===== config.mk =====
export PLATFORM = sky130hd
export DESIGN_NAME = unsigned_divider_32_top
export DESIGN_NICKNAME = d
export VERILOG_FILES = /design/src/unsd_pkg.sv /design/src/unsd_step.sv /design/src/unsigned_divider_32_top.sv
export SDC_FILE = /design/constraint.sdc
export NUM_CORES = 2
export LEC_CHECK = 0
export BUFFER_PORTS_ARGS = -buffer_cell sky130_fd_sc_hd__buf_2
export CAP_MARGIN = 10
export CORE_UTILIZATION = 41
export DETAILED_ROUTE_END_ITERATION = 16
export PLACE_DENSITY = 0.56
export SYNTH_ARGS = -nofsm -noshare
export SYNTH_HDL_FRONTEND = slang
export SYNTH_SLANG_ARGS = --single-unit

===== constraint.sdc =====
create_clock -name clk -period 78.9 [get_ports clk]
set_input_delay 7.89 -clock clk [delete_from_list [all_inputs] [get_ports clk]]
set_output_delay 7.89 -clock clk [all_outputs]
set_load 0.05 [all_outputs]

===== src/unsd_pkg.sv =====
package unsd_pkg;

	// Control that travels alongside each item through the divider pipeline.
	typedef struct packed {
		logic valid;
		logic zero_div;
	} ctl_t;

endpackage


===== src/unsd_step.sv =====
module unsd_step #(
	parameter int DATA_WIDTH = 32
) (
	input  logic [DATA_WIDTH-1:0] rem_in,
	input  logic [DATA_WIDTH-1:0] quo_in,
	input  logic [DATA_WIDTH-1:0] div_in,
	input  unsd_pkg::ctl_t        ctl_in,
	output logic [DATA_WIDTH-1:0] rem_out,
	output logic [DATA_WIDTH-1:0] quo_out,
	output logic [DATA_WIDTH-1:0] div_out,
	output unsd_pkg::ctl_t        ctl_out
);

	// One restoring step: shift the next dividend bit into the partial remainder,
	// try a subtract, and shift the quotient bit into the vacated low end.
	logic [DATA_WIDTH:0]   shifted;
	logic [DATA_WIDTH+1:0] diff;
	logic                  fits;

	assign shifted = {rem_in, quo_in[DATA_WIDTH-1]};
	assign diff    = {1'b0, shifted} - {2'b00, div_in};
	assign fits    = ~diff[DATA_WIDTH+1];

	assign rem_out = fits ? diff[DATA_WIDTH-1:0] : shifted[DATA_WIDTH-1:0];
	assign quo_out = {quo_in[DATA_WIDTH-2:0], fits};
	assign div_out = div_in;
	assign ctl_out = ctl_in;

endmodule


===== src/unsigned_divider_32_top.sv =====
// Unsigned integer divider, fully pipelined with one quotient bit per stage.
//
// Input channel: dividend and divisor move on a transfer when in_valid and
// in_ready are both high. Output channel: quotient and remainder move on a
// transfer when out_valid and out_ready are both high.
//
// The pipeline has DATA_WIDTH restoring-subtract stages. The input transfer
// loads stage 1, the item then moves on through stages 2 to DATA_WIDTH, and
// the result is driven onto the output from the last stage's registers.
// Throughput is one item per cycle while the receiver keeps out_ready high.
//
// A zero divisor yields a quotient of zero and a remainder equal to the
// dividend. Reset clears only the stage control bits, so the pipeline comes up
// empty and ready to take an item in the first cycle after reset.
//
// When the receiver stalls with a result waiting, the whole pipeline freezes:
// in_ready drops, every stage holds, and nothing is lost or repeated. A bubble
// at the output lets the pipeline advance even while out_ready is low.
module unsigned_divider_32_top #(
	parameter int DATA_WIDTH = 32
) (
	input  logic                  clk,
	input  logic                  arst_n,
	input  logic                  in_valid,
	output logic                  in_ready,
	input  logic [DATA_WIDTH-1:0] dividend,
	input  logic [DATA_WIDTH-1:0] divisor,
	output logic                  out_valid,
	input  logic                  out_ready,
	output logic [DATA_WIDTH-1:0] quotient,
	output logic [DATA_WIDTH-1:0] remainder
);

	// Stage k holds the state after k quotient bits have been decided. The
	// quotient register starts as the dividend and fills with quotient bits
	// from the low end as dividend bits leave from the top.
	logic [DATA_WIDTH-1:0] rem_s [1:DATA_WIDTH];
	logic [DATA_WIDTH-1:0] quo_s [1:DATA_WIDTH];
	logic [DATA_WIDTH-1:0] div_s [1:DATA_WIDTH];
	unsd_pkg::ctl_t        ctl_s [1:DATA_WIDTH];

	// The pipeline moves as one; it may move whenever the last stage is empty
	// or its result is being taken in this cycle.
	logic advance;

	assign advance  = ~ctl_s[DATA_WIDTH].valid | out_ready;
	assign in_ready = advance;

	for (genvar k = 1; k <= DATA_WIDTH; k++) begin : g_stage
		logic [DATA_WIDTH-1:0] rem_in, quo_in, div_in;
		logic [DATA_WIDTH-1:0] rem_nx, quo_nx, div_nx;
		unsd_pkg::ctl_t        ctl_in, ctl_nx;

		if (k == 1) begin : g_first
			assign rem_in          = '0;
			assign quo_in          = dividend;
			assign div_in          = divisor;
			assign ctl_in.valid    = in_valid;
			assign ctl_in.zero_div = (divisor == '0);
		end else begin : g_rest
			assign rem_in = rem_s[k-1];
			assign quo_in = quo_s[k-1];
			assign div_in = div_s[k-1];
			assign ctl_in = ctl_s[k-1];
		end

		unsd_step #(
			.DATA_WIDTH(DATA_WIDTH)
		) u_step (
			.rem_in  (rem_in),
			.quo_in  (quo_in),
			.div_in  (div_in),
			.ctl_in  (ctl_in),
			.rem_out (rem_nx),
			.quo_out (quo_nx),
			.div_out (div_nx),
			.ctl_out (ctl_nx)
		);

		always_ff @(posedge clk or negedge arst_n) begin
			if (!arst_n) begin
				ctl_s[k] <= '0;
			end else if (advance) begin
				ctl_s[k] <= ctl_nx;
			end
		end

		always_ff @(posedge clk) begin
			if (advance) begin
				rem_s[k] <= rem_nx;
				quo_s[k] <= quo_nx;
				div_s[k] <= div_nx;
			end
		end
	end

	// With a zero divisor every step "fits", so the raw quotient is all ones
	// and the remainder is the dividend; only the quotient needs forcing.
	assign out_valid = ctl_s[DATA_WIDTH].valid;
	assign quotient  = ctl_s[DATA_WIDTH].zero_div ? '0 : quo_s[DATA_WIDTH];
	assign remainder = rem_s[DATA_WIDTH];

endmodule


=== After elaboration in Yosys (flattened, before gate mapping) ===
Memories as Yosys holds them, arrays and structs flattened.
Cells that the tools add are included.
W data, S select, Z words.

* Register bits after elaboration: 64
* RAM bits: 3072
* Input port bits: 68
* Output and inout bits: 66
* Word-level logic and storage cells: 169
* Memories kept: 3

* Add/subtract/negate cells: 32
* Muxes and demuxes: 35
* Bitwise logic cells: 34
* Reduce and logical (&&, ||, !) cells: 1

{| class="wikitable"
|+ Memory list
! name !! words !! width !! rd ports !! clocked after memory_dff !! write ports !! RTL line !! source
|-
| div_s || 32 || 32 || 31 || 0 || 32 || unsigned_divider_32_top.sv:39 || <nowiki>logic [DATA_WIDTH-1:0] div_s [1:DATA_WIDTH];</nowiki>
|-
| quo_s || 32 || 32 || 32 || 0 || 32 || unsigned_divider_32_top.sv:38 || <nowiki>logic [DATA_WIDTH-1:0] quo_s [1:DATA_WIDTH];</nowiki>
|-
| rem_s || 32 || 32 || 32 || 0 || 32 || unsigned_divider_32_top.sv:37 || <nowiki>logic [DATA_WIDTH-1:0] rem_s [1:DATA_WIDTH];</nowiki>
|}

{| class="wikitable"
|+ Operator list
! kind !! number
|-
| $mux W32 || 33
|-
| $sub A33 B32 Y34 || 31
|-
| $not A1 Y1 || 33
|-
| $sub A1 B32 Y33 || 1
|-
| $logic_not A32 Y1 || 1
|-
| $mux W1 || 2
|-
| $or A1 B1 Y1 || 1
|}

=== Depth between registers and ports, before layout ===
* Word-level depth: 4
* Gate-level depth with buffers: 16
* Mapped depth without buffers: 15

=== Cells and area by module ===
From an unflattened synthesis, not the netlist that was laid out.

* Cells, all modules: 16239
* Area total of the unflattened synthesis: 185065.0 um^2

{| class="wikitable"
|+ Modules (own cells, without submodules)
! module !! instances !! cells an instance !! area an instance (um^2) !! sequential area each (um^2)
|-
| unsigned_divider_32_top || 1 || 3223 || 94200.3 || 92889.1
|-
| unsd_step (g_stage[24].u_step ...) || 16 || 378 || 2783.9 || 0.0
|-
| unsd_step (g_stage[10].u_step ...) || 10 || 439 || 2925.3 || 0.0
|-
| unsd_step (g_stage[11].u_step ...) || 5 || 440 || 2856.5 || 0.0
|-
| unsd_step (g_stage[9].u_step) || 1 || 378 || 2786.4 || 0.0
|}

=== Least setup slack after synthesis ===
No wires, ideal clock.

* Kind: input-to-reg
* Start point: input out_ready
* End point: register div_s[0][1000] (netlist name)
* Library setup time: 22.918 ns
* Arrival: 62.995 ns
* Required time: 55.982 ns
* Setup slack: -7.013 ns
* Stages on the path: 3
* Path buffers: 1
* Cells stage by stage: nor2b_1 -> clkbuf_1 -> clkinv_1

{| class="wikitable"
|+ RTL lines
! element !! RTL line !! source
|-
| from (decl) || unsigned_divider_32_top.sv:29 || <nowiki>input logic out_ready,</nowiki>
|}

=== Final worst setup path ===
* Start point: input out_ready
* End point: output in_ready

* Word-level cells in the longest chain between the ends: 1

{| class="wikitable"
|+ RTL lines
! element !! RTL line !! source
|-
| $or A1 B1 Y1 || unsigned_divider_32_top.sv:46 || <nowiki>assign advance = ~ctl_s[DATA_WIDTH].valid | out_ready;</nowiki>
|-
| to (decl) || unsigned_divider_32_top.sv:25 || <nowiki>output logic in_ready,</nowiki>
|}

Every way passes these cells.

==> impl_metrics.py <==
metrics = {
    "outcome": {
        "status": "complete, no violations",
    },
    "logic_synthesis": {
        "synth_top_family_by_area": "compound AO/OA/AOI/OAI gates",
        "synthMuxAreaShare": 0.0376,
        "synth_area_leaders": "edfxtp_1, ha_1, a21oi_1",
        "syn_avg_cell_area_um2": 12.5,
        "synth_adder_area_share": 0.0846,
        "synth-seq-cells": 3104,
        "ys_seq_area_frac": 0.602,
        "synthFlopType": "edfxtp_1",
        "synthCells": 12303,
        "synth_compound_area_frac": 0.122,
        "synth_edf_count": 3040,
        "yosys_warnings": 0,
        "yosysTopAreaCellShare": 0.591,
        "async_reset_ff_frac": 0.0206,
        "synth_area_um2": 154000,
        "synth-xor-area-share": 0.0466,
        "synth_largest_area_cell": "edfxtp_1",
        "synth-simple-area-share": 0.0707,
        "ys_types": 101,
    },
    "critical_path": {
        "crit_arrival_ns": 9.52,
        "r2r_slack_ns": 70.98,
        "crit_type": "in2out",
        "cp_common_cell": "buf_2",
        "cp-start-kind": "primary input",
        "cpPeakStageDelay_ns": 0.61,
        "worst_ep_required_time_ns": 71.01,
        "path_cells": "buf_2 > nor2b_4 > buf_4 > inv_16 > buf_2",
        "slowest_stage": "buf_4",
        "crit_fanout": 86,
        "cp-end-kind": "primary output",
    },
    "sta": {
        "hold_violations": 0,
        "timing.fmax_mhz": 57.4,
        "relSlewSlack": 0.197,
        "tightest_slew_ns": 1.21,
        "skew_ns": 0.0893,
        "maxSlewViolCount": 0,
        "finalCritPeriodShare": 0.221,
        "finalSetupTns_ns": 0,
        "rsz0062_at_grt": "no",
        "fin_hold_ws_ns": 0.398,
        "fin_crit_ns": 17.41,
        "setup_violations": 0,
    },
    "cts": {
        "ctsResizeCount": 0,
        "clock-root-buffer": "clkbuf_16",
        "cts_tree": "yes",
        "cts_buffer_depth": 4,
        "path_clk_slew_ns": 0.06,
        "cts_num_sinks": 3104,
        "hold_buffers": 0,
        "numCtsBuffers": 348,
        "htree_levels": 5,
        "clk_latency_ns": 0.94,
        "post-cts-setup-buffers": 0,
    },
    "global_routing": {
        "grt_max_degree": 193,
        "busiest_layer": "met2",
        "antenna_found_initial": 6,
        "grt_use_met3": 0.0192,
        "grt_remaining_overflow": 0,
        "grt_util_met2": 0.296,
        "grtUsageTotal": 0.163,
        "gr-usage-met1": 0.196,
        "grt_pass1_vias": 94339,
        "grt_first_pass_wirelength_um": 503000,
    },
    "final_layout": {
        "fill_cells": 32859,
        "nets": 13737,
        "fin_area_um2": 172000,
        "final_cells": 17906,
        "syn_to_final_growth_pct": 11.6,
        "drive_gt1_frac": 0.0994,
    },
    "placement": {
        "placed_area_um2": 161000,
        "placedCellCount": 17266,
        "place_hpwl_um": 231000,
        "place_congestion": 0.902,
        "port_buffers": 133,
    },
    "flow_run": {
        "timing.max_cap.violations": 0,
    },
    "floorplanning": {
        "core_um2": 374000,
        "start_util": 0.413,
        "die_y_um": 616,
        "dieArea_um2": 379000,
        "rows": 224,
        "fp.dieW_um": 616,
        "pin_count": 134,
    },
    "detailed_routing": {
        "drt_pass1_iterations": 6,
        "num_vias": 94019,
        "postRouteAntennaNets": 0,
        "wl_um": 319000,
        "drcViolationCount": 0,
        "drt-initial-drc-count": 6489,
        "viasPerCell": 5.25,
        "drt-wirelength-per-cell_um": 17.8,
    },
    "min_path": {
        "hold_path.class": "reg2reg",
    },
}
## layer usage
| layer | vias up | part of all wire |
|---|---|---|
| met5 | - | 0 |
| met4 | 0 | 0.041 |
| met3 | 731 | 0.035 |
| met2 | 2002 | 0.50 |
| met1 | 45373 | 0.42 |
| li1 | 45913 | - |
## cell usage after synthesis (all sizes together), types with 74 or more instances
cell / instances
buf: 91
mux2: 488
ha: 994
nand3: 159
a211oi: 89
nor2: 784
o21bai: 112
inv: 1222
xor2: 296
a21oi: 1128
a21o: 451
edfxtp: 3040
clkbuf: 137
o21ai: 630
xnor2: 526
o21a: 126
nor2b: 156
nand2b: 144
nor3: 121
nand4: 74
nand2: 645
a31oi: 87
## flip-flops by register name, summed over array words and instances (netlist names)
name       count
div_s        992
ctl_s         63
rem_s       1024
out_valid      1
quo_s       1024
## placed cells by master, fill, tap and decap left out, types with 144 or more instances in the layout
master,instances
mux2_2,487
nand2b_1,144
clkbuf_16,354
nor2b_1,155
o21ai_0,594
edfxtp_1,3040
nand3_1,157
a21o_1,450
xnor2_1,526
ha_1,994
nor2_1,784
xor2_1,296
nand2_1,643
inv_1,1222
a21oi_1,1122
## kinds of logic (layout without fill, tap and decap cells)
logic type | count (synthesis) | after routing
other | 1 | 19
buffers and inverters | 1451 | 2064
XOR/XNOR | 822 | 822
adder cells (fa/ha/maj) | 1025 | 1025
AO/OA/AOI/OAI | 3037 | 3037
flip-flops | 3104 | 3104
multiplexers | 518 | 518
AND/OR/NAND/NOR | 2345 | 2345
## per-stage QoR
stage                     setup slack [ns]   util
after floorplan                      32.79      -
after global placement               61.50  0.431
after detailed placement             61.50  0.431
after CTS                            61.50  0.461
after global routing                 61.39  0.461
final                                61.49  0.461
## cell type report
cell class | count | area [um^2] | share of cell area
Clock inverter | 221 | 2180 | 0.0126
Sequential cell | 3104 | 92900 | 0.539
Multi-Input combinational cell | 7762 | 56100 | 0.325
Inverter | 1223 | 4610 | 0.0267
Tap cell | 4972 | 6220 | 0.0361
Antenna cell | 4 | 10.0 | 0.0000581
Clock buffer | 415 | 9100 | 0.0528
Timing Repair Buffer | 205 | 1260 | 0.00729
## critical path: cells and delay by family
family,cells,cell delay [ns]
and+or+nand+nor,1,0.10
buffers and inverters,4,1.32
## final timing paths
| path | startpoint | endpoint | depth (start not counted) |
|---|---|---|---|
| min in group asynchronous | arst_n | ctl_s[63]$_DFFE_PN0P_ | 2 |
| min | quo_s[0][184]$_DFFE_PP_ | quo_s[0][217]$_DFFE_PP_ | 0 |
| max reg2reg | out_valid$_DFFE_PN0P_ | div_s[0][1018]$_DFFE_PP_ | 11 |
| min reg2reg | quo_s[0][184]$_DFFE_PP_ | quo_s[0][217]$_DFFE_PP_ | 0 |
| max | out_ready | in_ready | 5 |
| max in group asynchronous | arst_n | ctl_s[0]$_DFFE_PN0P_ | 2 |
Power is left out: the tool's default activity adds up to more than one toggle a clock period on the data nets, which glitch-free logic cannot reach.
